<file path="src/rtl/core/hwd_pkg.sv">
`default_nettype none
package hwd_pkg;

	// default build values
	localparam int STEPS_PER_CYCLE_DEF = 360;
	localparam int DUTY_BITS_DEF       = 10;
	localparam int SINE_FRAC_BITS_DEF  = 16;

	// field widths fixed by the interface
	localparam int ANGLE_W    = 9;
	localparam int BRIGHT_W   = 10;
	localparam int GAIN_W     = 9;
	localparam int IN_TDATA_W = 8;
	localparam int CFG_IDX_W  = 3;
	localparam int CFG_DATA_W = 10;

	// register indexes
	localparam logic [CFG_IDX_W-1:0] CFG_PEAK_LEVEL     = 3'd0;
	localparam logic [CFG_IDX_W-1:0] CFG_MIN_BRIGHTNESS = 3'd1;
	localparam logic [CFG_IDX_W-1:0] CFG_GAIN_RED       = 3'd2;
	localparam logic [CFG_IDX_W-1:0] CFG_GAIN_GREEN     = 3'd3;
	localparam logic [CFG_IDX_W-1:0] CFG_GAIN_BLUE      = 3'd4;
	localparam logic [CFG_IDX_W-1:0] CFG_INVERT_OUTPUT  = 3'd5;

	// register reset values
	localparam logic [BRIGHT_W-1:0] PEAK_LEVEL_RST     = 10'd32;
	localparam logic [BRIGHT_W-1:0] MIN_BRIGHTNESS_RST = 10'd8;
	localparam logic [GAIN_W-1:0]   GAIN_RED_RST       = 9'd256;
	localparam logic [GAIN_W-1:0]   GAIN_GREEN_RST     = 9'd230;
	localparam logic [GAIN_W-1:0]   GAIN_BLUE_RST      = 9'd179;
	localparam logic                INVERT_OUTPUT_RST  = 1'b1;

	// channel codes
	localparam logic [1:0] CH_RED   = 2'd0;
	localparam logic [1:0] CH_GREEN = 2'd1;
	localparam logic [1:0] CH_BLUE  = 2'd2;

	typedef enum logic [1:0] {
		MUL_ENV,
		MUL_CG,
		MUL_MAIN,
		MUL_RECIP
	} mul_sel_t;

	typedef struct packed {
		logic [BRIGHT_W-1:0] peak_level;
		logic [BRIGHT_W-1:0] min_brightness;
		logic [GAIN_W-1:0]   gain_red;
		logic [GAIN_W-1:0]   gain_green;
		logic [GAIN_W-1:0]   gain_blue;
		logic                invert_output;
	} cfg_t;

	typedef struct packed {
		logic       load;
		logic       prep;
		logic       mul_en;
		mul_sel_t   mul_sel;
		logic       env_latch;
		logic       fix;
		logic       publish;
		logic [1:0] ch;
	} dp_cmd_t;

	typedef struct packed {
		logic out_free;
	} dp_stat_t;

endpackage
`default_nettype wire

</file>
<file path="src/rtl/core/hwd_ctrl.sv">
`default_nettype none
module hwd_ctrl import hwd_pkg::*; (
	input  wire logic clk,
	input  wire logic arst_n,
	input  wire logic in_valid,
	output logic      in_ready,
	input  dp_stat_t  stat,
	output dp_cmd_t   cmd
);

	typedef enum logic [2:0] {
		ST_IDLE,
		ST_PREP,
		ST_ENV,
		ST_CG,
		ST_MAIN,
		ST_RECIP,
		ST_FIX,
		ST_DONE
	} state_t;

	state_t     state_q;
	logic [1:0] ch_q;

	always_ff @(posedge clk or negedge arst_n) begin
		if (!arst_n) begin
			state_q <= ST_IDLE;
			ch_q    <= CH_RED;
		end else begin
			case (state_q)
				ST_IDLE: begin
					if (in_valid) state_q <= ST_PREP;
				end
				ST_PREP: begin
					ch_q    <= CH_RED;
					state_q <= ST_ENV;
				end
				ST_ENV:   state_q <= ST_CG;
				ST_CG:    state_q <= ST_MAIN;
				ST_MAIN:  state_q <= ST_RECIP;
				ST_RECIP: state_q <= ST_FIX;
				ST_FIX: begin
					if (ch_q == CH_BLUE) begin
						state_q <= ST_DONE;
					end else begin
						ch_q    <= ch_q + 2'd1;
						state_q <= ST_CG;
					end
				end
				ST_DONE: begin
					if (stat.out_free) state_q <= ST_IDLE;
				end
				default: state_q <= ST_IDLE;
			endcase
		end
	end

	assign in_ready = (state_q == ST_IDLE);

	always_comb begin
		cmd           = '0;
		cmd.ch        = ch_q;
		cmd.mul_sel   = MUL_ENV;
		cmd.load      = (state_q == ST_IDLE) && in_valid;
		cmd.prep      = (state_q == ST_PREP);
		cmd.env_latch = (state_q == ST_CG) && (ch_q == CH_RED);
		cmd.fix       = (state_q == ST_FIX);
		cmd.publish   = (state_q == ST_DONE) && stat.out_free;
		case (state_q)
			ST_ENV: begin
				cmd.mul_en  = 1'b1;
				cmd.mul_sel = MUL_ENV;
			end
			ST_CG: begin
				cmd.mul_en  = 1'b1;
				cmd.mul_sel = MUL_CG;
			end
			ST_MAIN: begin
				cmd.mul_en  = 1'b1;
				cmd.mul_sel = MUL_MAIN;
			end
			ST_RECIP: begin
				cmd.mul_en  = 1'b1;
				cmd.mul_sel = MUL_RECIP;
			end
			default: cmd.mul_en = 1'b0;
		endcase
	end

endmodule
`default_nettype wire

</file>
<file path="src/rtl/core/hwd_datapath.sv">
`default_nettype none
module hwd_datapath import hwd_pkg::*; #(
	parameter int STEPS_PER_CYCLE = STEPS_PER_CYCLE_DEF,
	parameter int DUTY_BITS       = DUTY_BITS_DEF,
	parameter int SINE_FRAC_BITS  = SINE_FRAC_BITS_DEF
) (
	input  wire logic                  clk,
	input  wire logic                  arst_n,
	input  dp_cmd_t                    cmd,
	output dp_stat_t                   stat,
	input  cfg_t                       cfg,
	input  wire logic                  restart,
	output logic                       out_valid,
	input  wire logic                  out_ready,
	output logic [DUTY_BITS-1:0]       duty_red,
	output logic [DUTY_BITS-1:0]       duty_green,
	output logic [DUTY_BITS-1:0]       duty_blue,
	output logic [ANGLE_W-1:0]         hue_angle,
	output logic                       cycle_done
);

	localparam int E_W       = SINE_FRAC_BITS + 2;
	localparam int S_W       = SINE_FRAC_BITS + 1;
	localparam int ENV_W     = SINE_FRAC_BITS + BRIGHT_W + 1;
	localparam int A_W       = ENV_W;
	localparam int B_W       = 18;
	localparam int P_W       = A_W + B_W;
	localparam int CG_W      = 15;
	localparam int Y_W       = 17;
	localparam int Q_W       = 12;
	localparam int SAT_W     = 17;
	localparam int DIV_SH    = SINE_FRAC_BITS + 9;
	localparam int RECIP_SH  = 23;
	localparam int RECIP     = (1 << RECIP_SH) / 60;
	localparam int ROM_SH    = 16 - SINE_FRAC_BITS;
	localparam logic [ANGLE_W-1:0] LAST_ANGLE = ANGLE_W'(STEPS_PER_CYCLE - 1);
	localparam logic [SAT_W-1:0]   DUTY_MAX   = SAT_W'((1 << DUTY_BITS) - 1);
	localparam logic [5:0]         HUE_FULL   = 6'd60;

	// sin(d) for d = 0..90 degrees, scaled by 65536
	localparam logic [16:0] SINE_ROM [0:90] = '{
		17'd0,     17'd1144,  17'd2287,  17'd3430,  17'd4572,  17'd5712,  17'd6850,
		17'd7987,  17'd9121,  17'd10252, 17'd11380, 17'd12505, 17'd13626, 17'd14742,
		17'd15855, 17'd16962, 17'd18064, 17'd19161, 17'd20252, 17'd21336, 17'd22415,
		17'd23486, 17'd24550, 17'd25607, 17'd26656, 17'd27697, 17'd28729, 17'd29753,
		17'd30767, 17'd31772, 17'd32768, 17'd33754, 17'd34729, 17'd35693, 17'd36647,
		17'd37590, 17'd38521, 17'd39441, 17'd40348, 17'd41243, 17'd42126, 17'd42995,
		17'd43852, 17'd44695, 17'd45525, 17'd46341, 17'd47143, 17'd47930, 17'd48703,
		17'd49461, 17'd50203, 17'd50931, 17'd51643, 17'd52339, 17'd53020, 17'd53684,
		17'd54332, 17'd54963, 17'd55578, 17'd56175, 17'd56756, 17'd57319, 17'd57865,
		17'd58393, 17'd58903, 17'd59396, 17'd59870, 17'd60326, 17'd60764, 17'd61183,
		17'd61584, 17'd61966, 17'd62328, 17'd62672, 17'd62997, 17'd63303, 17'd63589,
		17'd63856, 17'd64104, 17'd64332, 17'd64540, 17'd64729, 17'd64898, 17'd65048,
		17'd65177, 17'd65287, 17'd65376, 17'd65446, 17'd65496, 17'd65526, 17'd65536
	};

	logic [ANGLE_W-1:0]   phase_q;
	logic [ANGLE_W-1:0]   angle_q;
	logic [2:0]           sector_q;
	logic [5:0]           k_q;
	logic [E_W-1:0]       e_q;
	logic [ENV_W-1:0]     env_q;
	logic [P_W-1:0]       mul_q;
	logic [Y_W-1:0]       y_q;
	logic [DUTY_BITS-1:0] duty_r_q, duty_g_q, duty_b_q;
	logic                 out_valid_q;

	// angle selection and wrap
	logic [ANGLE_W-1:0] angle_n;
	assign angle_n = restart ? '0 : phase_q;

	// sector, ramp and sine lookup
	logic [2:0]         sector_n;
	logic [ANGLE_W-1:0] base_n;
	logic [ANGLE_W-1:0] idx_w;
	logic               neg_n;
	logic [S_W-1:0]     sine_s;
	logic [E_W-1:0]     e_n;
	logic [E_W-1:0]     e_one;

	always_comb begin
		if (angle_q >= 9'd300)      sector_n = 3'd5;
		else if (angle_q >= 9'd240) sector_n = 3'd4;
		else if (angle_q >= 9'd180) sector_n = 3'd3;
		else if (angle_q >= 9'd120) sector_n = 3'd2;
		else if (angle_q >= 9'd60)  sector_n = 3'd1;
		else                        sector_n = 3'd0;
		case (sector_n)
			3'd0:    base_n = 9'd0;
			3'd1:    base_n = 9'd60;
			3'd2:    base_n = 9'd120;
			3'd3:    base_n = 9'd180;
			3'd4:    base_n = 9'd240;
			default: base_n = 9'd300;
		endcase
		if (angle_q <= 9'd90) begin
			idx_w = angle_q;
			neg_n = 1'b0;
		end else if (angle_q <= 9'd180) begin
			idx_w = 9'd180 - angle_q;
			neg_n = 1'b0;
		end else if (angle_q <= 9'd270) begin
			idx_w = angle_q - 9'd180;
			neg_n = 1'b1;
		end else begin
			idx_w = 9'd360 - angle_q;
			neg_n = 1'b1;
		end
		if (idx_w > 9'd90) idx_w = 9'd90;
		sine_s = S_W'(SINE_ROM[idx_w[6:0]] >> ROM_SH);
		e_one  = E_W'(1) << SINE_FRAC_BITS;
		e_n    = neg_n ? (e_one - E_W'(sine_s)) : (e_one + E_W'(sine_s));
	end

	// colour component and gain of the channel being worked
	logic [5:0]        k_fall;
	logic [5:0]        comp_r, comp_g, comp_b, comp_sel;
	logic [GAIN_W-1:0] gain_sel;

	always_comb begin
		k_fall = HUE_FULL - k_q;
		case (sector_q)
			3'd0: begin comp_r = HUE_FULL; comp_g = k_q;      comp_b = '0;       end
			3'd1: begin comp_r = k_fall;   comp_g = HUE_FULL; comp_b = '0;       end
			3'd2: begin comp_r = '0;       comp_g = HUE_FULL; comp_b = k_q;      end
			3'd3: begin comp_r = '0;       comp_g = k_fall;   comp_b = HUE_FULL; end
			3'd4: begin comp_r = k_q;      comp_g = '0;       comp_b = HUE_FULL; end
			default: begin comp_r = HUE_FULL; comp_g = '0;    comp_b = k_fall;   end
		endcase
		case (cmd.ch)
			CH_RED: begin
				comp_sel = comp_r;
				gain_sel = cfg.gain_red;
			end
			CH_GREEN: begin
				comp_sel = comp_g;
				gain_sel = cfg.gain_green;
			end
			default: begin
				comp_sel = comp_b;
				gain_sel = cfg.gain_blue;
			end
		endcase
	end

	// shared multiplier
	logic [Y_W-1:0] y_n;
	logic [A_W-1:0] mul_a;
	logic [B_W-1:0] mul_b;
	logic [P_W-1:0] mul_p;

	assign y_n = mul_q[DIV_SH +: Y_W];

	always_comb begin
		case (cmd.mul_sel)
			MUL_ENV: begin
				mul_a = A_W'(cfg.peak_level);
				mul_b = B_W'(e_q);
			end
			MUL_CG: begin
				mul_a = A_W'(comp_sel);
				mul_b = B_W'(gain_sel);
			end
			MUL_MAIN: begin
				mul_a = env_q;
				mul_b = B_W'(mul_q[CG_W-1:0]);
			end
			default: begin
				mul_a = A_W'(y_n);
				mul_b = B_W'(RECIP);
			end
		endcase
	end

	assign mul_p = P_W'(mul_a) * P_W'(mul_b);

	// envelope floor
	logic [ENV_W-1:0] env_raw, env_floor;
	assign env_raw   = mul_q[ENV_W-1:0];
	assign env_floor = ENV_W'(cfg.min_brightness) << (SINE_FRAC_BITS + 1);

	// divide by 60 from the reciprocal estimate, then saturate and, if invert_output is set, invert
	logic [Q_W-1:0]       q_est, q_fin;
	logic [Y_W-1:0]       q_times60, rem;
	logic [SAT_W-1:0]     q_sat;
	logic [DUTY_BITS-1:0] duty_n;

	always_comb begin
		q_est     = mul_q[RECIP_SH +: Q_W];
		q_times60 = Y_W'({q_est, 6'b0} - {2'b0, q_est, 2'b0});
		rem       = y_q - q_times60;
		q_fin     = q_est + Q_W'(rem >= Y_W'(60));
		q_sat     = (SAT_W'(q_fin) > DUTY_MAX) ? DUTY_MAX : SAT_W'(q_fin);
		if (cfg.invert_output) q_sat = DUTY_MAX - q_sat;
		duty_n    = DUTY_BITS'(q_sat);
	end

	always_ff @(posedge clk or negedge arst_n) begin
		if (!arst_n) begin
			phase_q     <= '0;
			out_valid_q <= 1'b0;
		end else begin
			if (cmd.load) begin
				phase_q <= (angle_n >= LAST_ANGLE) ? '0 : angle_n + 9'd1;
			end
			if (cmd.publish) out_valid_q <= 1'b1;
			else if (out_ready) out_valid_q <= 1'b0;
		end
	end

	always_ff @(posedge clk) begin
		if (cmd.load) angle_q <= angle_n;
		if (cmd.prep) begin
			sector_q <= sector_n;
			k_q      <= 6'(angle_q - base_n);
			e_q      <= e_n;
		end
		if (cmd.mul_en) mul_q <= mul_p;
		if (cmd.env_latch) env_q <= (env_raw < env_floor) ? env_floor : env_raw;
		if (cmd.mul_en && (cmd.mul_sel == MUL_RECIP)) y_q <= y_n;
		if (cmd.fix) begin
			case (cmd.ch)
				CH_RED:   duty_r_q <= duty_n;
				CH_GREEN: duty_g_q <= duty_n;
				default:  duty_b_q <= duty_n;
			endcase
		end
		if (cmd.publish) begin
			duty_red   <= duty_r_q;
			duty_green <= duty_g_q;
			duty_blue  <= duty_b_q;
			hue_angle  <= angle_q;
			cycle_done <= (angle_q == LAST_ANGLE);
		end
	end

	assign out_valid     = out_valid_q;
	assign stat.out_free = !out_valid_q || out_ready;

endmodule
`default_nettype wire

</file>
<file path="src/rtl/core/rgb_hue_wheel_duty_generator_unit.sv">
`default_nettype none
// channel     | direction | handshake           | contents
// s_axis      | in        | s_tvalid / s_tready | tick, restart flag
// m_axis      | out       | m_tvalid / m_tready | three duties, hue angle, wheel end
// cfg         | in        | cfg_valid/cfg_ready | register index and write data
//
// s_tready drops once a tick is accepted and stays low until its result is
// published, so a tick is taken only after the previous one is through: a prep
// step, an envelope multiply, then four steps per channel (component times gain,
// envelope times that, reciprocal multiply for the divide by 60, fix-up and
// saturate) on one shared multiplier, and a publish step into the output register
// a new tick is taken while the previous result still sits in the output
// register; the publish step waits only if that register is still full
// reset clears the angle counter to 0, loads register defaults, empties the output
module rgb_hue_wheel_duty_generator_unit import hwd_pkg::*; #(
	parameter int STEPS_PER_CYCLE = STEPS_PER_CYCLE_DEF,
	parameter int DUTY_BITS       = DUTY_BITS_DEF,
	parameter int SINE_FRAC_BITS  = SINE_FRAC_BITS_DEF,
	localparam int OUT_FIELDS_W   = 3 * DUTY_BITS + ANGLE_W,
	localparam int OUT_TDATA_W    = ((OUT_FIELDS_W + 7) / 8) * 8
) (
	input  wire logic                   clk,
	input  wire logic                   arst_n,
	// input stream
	input  wire logic                   s_tvalid,
	output logic                        s_tready,
	input  wire logic [IN_TDATA_W-1:0]  s_tdata,   // restart
	// output stream
	output logic                        m_tvalid,
	input  wire logic                   m_tready,
	output logic [OUT_TDATA_W-1:0]      m_tdata,   // duty_red, duty_green, duty_blue, hue_angle
	output logic                        m_tlast,   // cycle_done
	// configuration writes
	input  wire logic                   cfg_valid,
	output logic                        cfg_ready,
	input  wire logic [CFG_IDX_W-1:0]   cfg_index,
	input  wire logic [CFG_DATA_W-1:0]  cfg_data
);

	cfg_t     cfg_q;
	dp_cmd_t  cmd;
	dp_stat_t stat;

	logic [DUTY_BITS-1:0] duty_red, duty_green, duty_blue;
	logic [ANGLE_W-1:0]   hue_angle;

	// register file, values masked to register width, unknown indexes dropped
	assign cfg_ready = 1'b1;

	always_ff @(posedge clk or negedge arst_n) begin
		if (!arst_n) begin
			cfg_q.peak_level     <= PEAK_LEVEL_RST;
			cfg_q.min_brightness <= MIN_BRIGHTNESS_RST;
			cfg_q.gain_red       <= GAIN_RED_RST;
			cfg_q.gain_green     <= GAIN_GREEN_RST;
			cfg_q.gain_blue      <= GAIN_BLUE_RST;
			cfg_q.invert_output  <= INVERT_OUTPUT_RST;
		end else if (cfg_valid) begin
			case (cfg_index)
				CFG_PEAK_LEVEL:     cfg_q.peak_level     <= cfg_data[BRIGHT_W-1:0];
				CFG_MIN_BRIGHTNESS: cfg_q.min_brightness <= cfg_data[BRIGHT_W-1:0];
				CFG_GAIN_RED:       cfg_q.gain_red       <= cfg_data[GAIN_W-1:0];
				CFG_GAIN_GREEN:     cfg_q.gain_green     <= cfg_data[GAIN_W-1:0];
				CFG_GAIN_BLUE:      cfg_q.gain_blue      <= cfg_data[GAIN_W-1:0];
				CFG_INVERT_OUTPUT:  cfg_q.invert_output  <= cfg_data[0];
				default: ;
			endcase
		end
	end

	// sequencer
	hwd_ctrl u_ctrl (
		.clk      (clk),
		.arst_n   (arst_n),
		.in_valid (s_tvalid),
		.in_ready (s_tready),
		.stat     (stat),
		.cmd      (cmd)
	);

	// angle counter, envelope, colour split and duty arithmetic
	hwd_datapath #(
		.STEPS_PER_CYCLE (STEPS_PER_CYCLE),
		.DUTY_BITS       (DUTY_BITS),
		.SINE_FRAC_BITS  (SINE_FRAC_BITS)
	) u_datapath (
		.clk        (clk),
		.arst_n     (arst_n),
		.cmd        (cmd),
		.stat       (stat),
		.cfg        (cfg_q),
		.restart    (s_tdata[0]),
		.out_valid  (m_tvalid),
		.out_ready  (m_tready),
		.duty_red   (duty_red),
		.duty_green (duty_green),
		.duty_blue  (duty_blue),
		.hue_angle  (hue_angle),
		.cycle_done (m_tlast)
	);

	// pack fields lowest first, zero fill to whole bytes
	assign m_tdata = OUT_TDATA_W'({hue_angle, duty_blue, duty_green, duty_red});

endmodule
`default_nettype wire
</file>
<file path="config.mk">
export PLATFORM = sky130hd
export DESIGN_NAME = rgb_hue_wheel_duty_generator_unit
export DESIGN_NICKNAME = d
export VERILOG_FILES = /design/src/rtl/core/hwd_pkg.sv /design/src/rtl/core/hwd_ctrl.sv /design/src/rtl/core/hwd_datapath.sv /design/src/rtl/core/rgb_hue_wheel_duty_generator_unit.sv
export SDC_FILE = /design/constraint.sdc
export NUM_CORES = 2
export LEC_CHECK = 0
export ABC_AREA = 1
export BUFFER_PORTS_ARGS = -buffer_cell sky130_fd_sc_hd__buf_2
export CAP_MARGIN = 15
export CORE_UTILIZATION = 51
export CTS_CLUSTER_SIZE = 14
export DETAILED_ROUTE_END_ITERATION = 7
export PLACE_DENSITY = 0.73
export SYNTH_ARGS = -nofsm -noshare
export SYNTH_HDL_FRONTEND = slang
export SYNTH_HIERARCHICAL = 1
export SYNTH_SLANG_ARGS = --single-unit
</file>
<file path="constraint.sdc">
create_clock -name clk -period 12.2 [get_ports clk]
set_input_delay 2.44 -clock clk [delete_from_list [all_inputs] [get_ports clk]]
set_output_delay 2.44 -clock clk [all_outputs]
set_load 0.1 [all_outputs]
</file>
* Word-level counts from Yosys, hierarchy flattened *
Memories as Yosys holds them, arrays and structs flattened.
Cells that the tools add are included.

storage, ports and cells
  input bits = 26
  memories = 1
  register bits = 255
  ROM bits = 2,176

operators by class
  mux-type cells = 37
  reductions and logical operators = 31
  bitwise gates (word level) = 2
  $add $sub $neg = 13
  $mul = 1
  $lt $le $gt $ge = 14
  equal/unequal tests = 29

memory list
  memory           words  bits a word  read ports  clocked after Yosys merged registers in  wr ports  line                 text
  (no name shown)  128    17           1           0                                        0         hwd_datapath.sv:110  sine_s = S_W'(SINE_ROM[idx_w[6:0]] >> ROM_SH);

operators by type and width
  operator                                                             count
  case mux 27 bit (3 select lines)                                     1
  case mux 18 bit (3 select lines)                                     1
  case mux 6 bit (3 select lines)                                      3
  2-to-1 mux 9 bit                                                     5
  multiplier 27 x 18 -> 42 bit                                         1
  2-to-1 mux 17 bit                                                    2
  case mux 6 bit (5 select lines)                                      1
  less-than comparator 27 bit                                          1
  2-to-1 mux 27 bit                                                    1
  equality test 3 x 2 -> 1 bit (second input constant)                 8
  equality test 3 bit (second input constant)                          8
  case mux 3 bit (8 select lines)                                      1
  AND reduction 2 bit                                                  11
  2-to-1 mux 3 bit                                                     7
  2-to-1 mux 10 bit                                                    2
  adder 17 x 17 -> 18 bit (first input constant)                       1
  greater-or-equal comparator 9 x 8 -> 1 bit (second input constant)   2
  greater-or-equal comparator 9 bit (second input constant)            2
  2-to-1 mux 18 bit                                                    1
  case mux 9 bit (2 select lines)                                      1
  subtractor 17 x 17 -> 18 bit (first input constant)                  1
  greater-or-equal comparator 17 x 6 -> 1 bit (second input constant)  1
  subtractor 17 x 14 -> 17 bit                                         1
  subtractor 17 bit                                                    1
  39 further kinds                                                     63

* Logic depth before layout (Yosys ltp) *
  depth after elaboration = 12
  mapped depth = 47
  gate-level depth less buffers = 44

* Hierarchy *
The synthesis kept the hierarchy.

modules (own cells, without submodules)
  module                             area an instance (um^2)  times used  cells each  sequential area each (um^2)
  hwd_datapath                       27,609.0                 1           3,320       5,985.7
  rgb_hue_wheel_duty_generator_unit  2,024.4                  1           223         1,218.7
  hwd_ctrl                           356.6                    1           48          125.1

* Worst setup path before layout *
No wires, ideal clock.

  path kind = reg-to-reg
  start point = register u_ctrl.state_q[1]
  end point = register u_datapath.mul_q[40] (data pin)
  slack = 3.974 ns
  library setup time = 0.259 ns
  arrival time = 7.967 ns
  cell stages (with the launch flop) = 46
  path buffers = 3
  data required time = 11.941 ns
  clock period less this slack = 8.226 ns
  cells stage by stage = dfrtp_1 nand2_2 nor2_2 nor2_2 nor2_2 clkbuf_1 clkinv_1 nor2_1 clkbuf_1 nand2_1 inv_1 nor2_1 inv_1 clkbuf_1 nand2_1 fa_1 inv_1 fa_1 (+10 left out) nor2_1 nand2_1 o211ai_1 a31oi_1 inv_1 a21oi_1 o21ai_0 nand2_1 nand2_1 nand2_1 nand2_1 nand2_1 nand2_1 a31oi_1 o21ai_0 nand2_1 nand2_1 xor2_1

RTL lines
  element                   line                 text
  start: declaration        hwd_ctrl.sv:22       state_t state_q;
  start signal: assignment  hwd_ctrl.sv:27       state_q <= ST_IDLE;
  start signal: assignment  hwd_ctrl.sv:32       if (in_valid) state_q <= ST_PREP;
  start signal: assignment  hwd_ctrl.sv:36       state_q <= ST_ENV;
  end signal: assignment    hwd_datapath.sv:218  if (cmd.mul_en) mul_q <= mul_p;
  end: declaration          hwd_datapath.sv:63   logic [P_W-1:0] mul_q;

==> summary.txt <==
Outcome
  – Status: completed

Yosys
  – Async set-reset flop share out of synthesis: 24.8%
  – Seq/Total Area, Yosys: about a quarter
  – Syn. warnings: 6
  – Count leader, synth: nand2_1
  – Share of the synthesized area in the top cell type: a little over a quarter
  – Synth area leaders: fa_1 (27%), edfxtp_1 (19%), nand2_1 (12%)
  – Synth cell types: 66
  – Cell taking the most area after synthesis: fa_1
  – Top_reg_cell synth: edfxtp_1
  – Post-synthesis register bit count: 254
  – Most frequent cells after synthesis: nand2_1 (921), inv_1 (759), fa_1 (408)
  – Syn Inst Count: between 3k and 4k
  – Post-synth EDFFs: 191
  – Mean Syn Cell Area: roughly 8.4 µm²
  – Mapped Area: between 20000 and 30000 µm²

Worst setup path
  – CP dominant cell by count: nand2_1
  – Reg2Reg Depth: 43
  – Critical path endpoint category: register
  – Worst r2r src: u_ctrl/state_q[2]
  – Crit path launch type: register
  – Critical path class: register to register
  – Flop2flop setup slack: 1.67 ns
  – Slowest CP cell: dfrtp_1
  – Required time worst endpoint: around 12 ns
  – RR Endpoint: u_datapath/mul_q[40]
  – Worst EP arrival: between 10 and 15 ns
  – Max incr delay on CP: around 0.68 ns
  – CP max FO: 17

Clock network
  – TritonCTS clock tree: built
  – TritonCTS Sinks: roughly 250
  – Post-cts sizing count: 0
  – Clk Latency, worst-skew pair: ~0.57 ns
  – H-tree depth: 1
  – Setup Fix Bufs, Post-CTS: 0
  – Clock Pin Slew Worst Setup and Hold Paths: approximately 0.06 ns
  – CTS root buffer: clkbuf_16
  – TritonCTS Buffers: 27
  – Clk buf depth: 3
  – Post-CTS Hold Buffers: 0

Timing
  – Slew HR: 28.0%
  – Final hold vios: 0
  – RSZ-0062 raised after global routing: no
  – Finish-stage setup viols: 0
  – Slew Viols, Final: 0
  – Fmax: 94.9 MHz
  – Worst-margin pin slew: approximately 1.1 ns
  – Final min period: 10.53 ns
  – Setup TNS: 0 ns
  – Clock skew: around 0.027 ns
  – Final worst path period share: 86.3%

Die
  – Core area: between 50000 and 60000 µm²
  – Initial Utilization: roughly 52%
  – IO Count: 70
  – Die Y: about 240 µm
  – Row cnt: between 80 and 90
  – Die W: 244 µm
  – Die Area: about 60000 µm²

Route
  – DRC violations left: 0
  – Met2 routed WL: 37900 µm
  – Routed Antenna Nets: 0
  – Top sig layer: met4
  – WL final: 82100 µm
  – DR pass1 iterations: 7
  – Met3 wire len: a little over 8000 µm
  – Initial DRC Count: roughly 2.5k
  – Drt via density: 5.43
  – WL per Instance: around 19 µm
  – Routed vias: 24.1k
  – Met1 WL: 33100 µm

Global route
  – First-pass GRT wire length: 131000 µm
  – Vias in the first global route: 23.8k
  – Antenna violations before repair: 2
  – GRT overflow: 0
  – Largest net degree at the start of global routing: 64
  – GRT Total Usage: 28.1%

Flow run
  – Max-cap violations: 0

Cells and area
  – Area growth from synthesis to layout: 6.75%
  – Final-layout fill cell count: between 5k and 6k
  – Nets: approximately 4.2k
  – Share of layout cells above drive strength 1: between 7 and 8%

Hold path
  – Hold WC Path Type: register to register
  – Hold Crit Start: u_datapath/duty_g_q[4]
  – WHS Path Cells: 0
  – Worst Hold Path EP: u_datapath/duty_green[4]

Placement
  – Final RePlAce weighted congestion: 0.989
  – IO buf count: 60
  – HPWL after DPL: 63200 µm
-- cell families after synthesis --
logic type	share of synthesized area [%]
adders and majority gates	34.2
other	0.0375
buffers and inverters	12.1
DFF	24.4
AOI/OAI and AO/OA	5.58
and+or+nand+nor	20.9
xor gates and xnor gates	2.80
-- sequential cells by signal, indices dropped and copies added (netlist names), 16 cells and up --
| signal | count |
|---|---|
| u_datapath/e_q | 18 |
| u_datapath/y_q | 16 |
| u_datapath/env_q | 27 |
| u_datapath/mul_q | 42 |
| cfg_q | 48 |
-- critical path: cells and delay by family (launching register included) --
| kind | cells | cell delay, ns |
|---|---|---|
| AO/OA/AOI/OAI | 9 | 2.01 |
| flip-flops | 1 | 0.68 |
| adder cells (fa/ha/maj) | 7 | 3.43 |
| AND/OR/NAND/NOR | 16 | 2.56 |
| buffers and inverters | 10 | 1.51 |
| XOR/XNOR | 1 | 0.06 |
-- stage by stage --
step | hold WS, ns | utilization, % | setup slack [ns] | cells | cell area [µm²]
floorplan | 0.400 | - | 3.97 | 3628 | 30100
global placement | 0.402 | 53.7 | 2.04 | 4376 | 31100
detailed placement | 0.405 | 53.7 | 1.80 | 4376 | 31100
CTS | 0.420 | 55.3 | 1.78 | 4424 | 32000
global route | 0.423 | 55.3 | 1.16 | 4425 | 32000
finish | 0.420 | 55.3 | 1.67 | 4426 | 32000
-- cell type report --
type	instances	area (µm²)	share of cell area, %
Clock inverter	12	176	0.551
Clock buffer	36	739	2.31
Timing Repair Buffer	97	578	1.81
Sequential cell	254	7330	22.9
Antenna cell	2	5.00	0.0156
Inverter	796	3010	9.39
Multi-Input combinational cell	2464	19200	60.0
Tap cell	765	957	2.99
-- how the worst max path moves through the flow --
stage,startpoint,endpoint,slack [ns],cells after the start
global placement,u_ctrl/state_q[2],u_datapath/mul_q[40],2.04,43
detailed placement,u_ctrl/state_q[2],u_datapath/mul_q[40],1.80,43
finish,u_ctrl/state_q[2],u_datapath/mul_q[40],1.67,43
floorplan,u_ctrl/state_q[1],u_datapath/mul_q[40],3.97,45
global route,u_ctrl/state_q[2],u_datapath/mul_q[40],1.16,43
CTS,u_ctrl/state_q[2],u_datapath/mul_q[40],1.78,43
-- routing by layer --
layer  vias up  track usage (%)
li1      10988                -
met5         -                0
met3       214             5.30
met4         0             9.15
met2      1180             45.7
met1     11673             37.8
-- placed cells by master (no fill, tap or decap), drive strengths merged, types with 2 or more instances in the layout --
cell,n
xnor2,25
buf,97
a21oi,110
a221oi,2
xor2,71
bufinv,4
o31ai,2
nand3,209
o21bai,4
o2111ai,11
clkinv,17
clkbuf,36
nand4,15
fa,408
nor3,14
nor2,268
o21ai,97
a31oi,11
nand3b,7
o21a,7
a21o,2
nand2,949
o22ai,13
conb,40
dfrtp,49
diode,2
o221ai,3
dfstp,14
o211ai,10
and2,2
a211oi,3
a22o,6
edfxtp,191
ha,166
inv,787
Power is left out: the tool's default activity adds up to more than one toggle a clock period on the data nets, which glitch-free logic cannot reach.
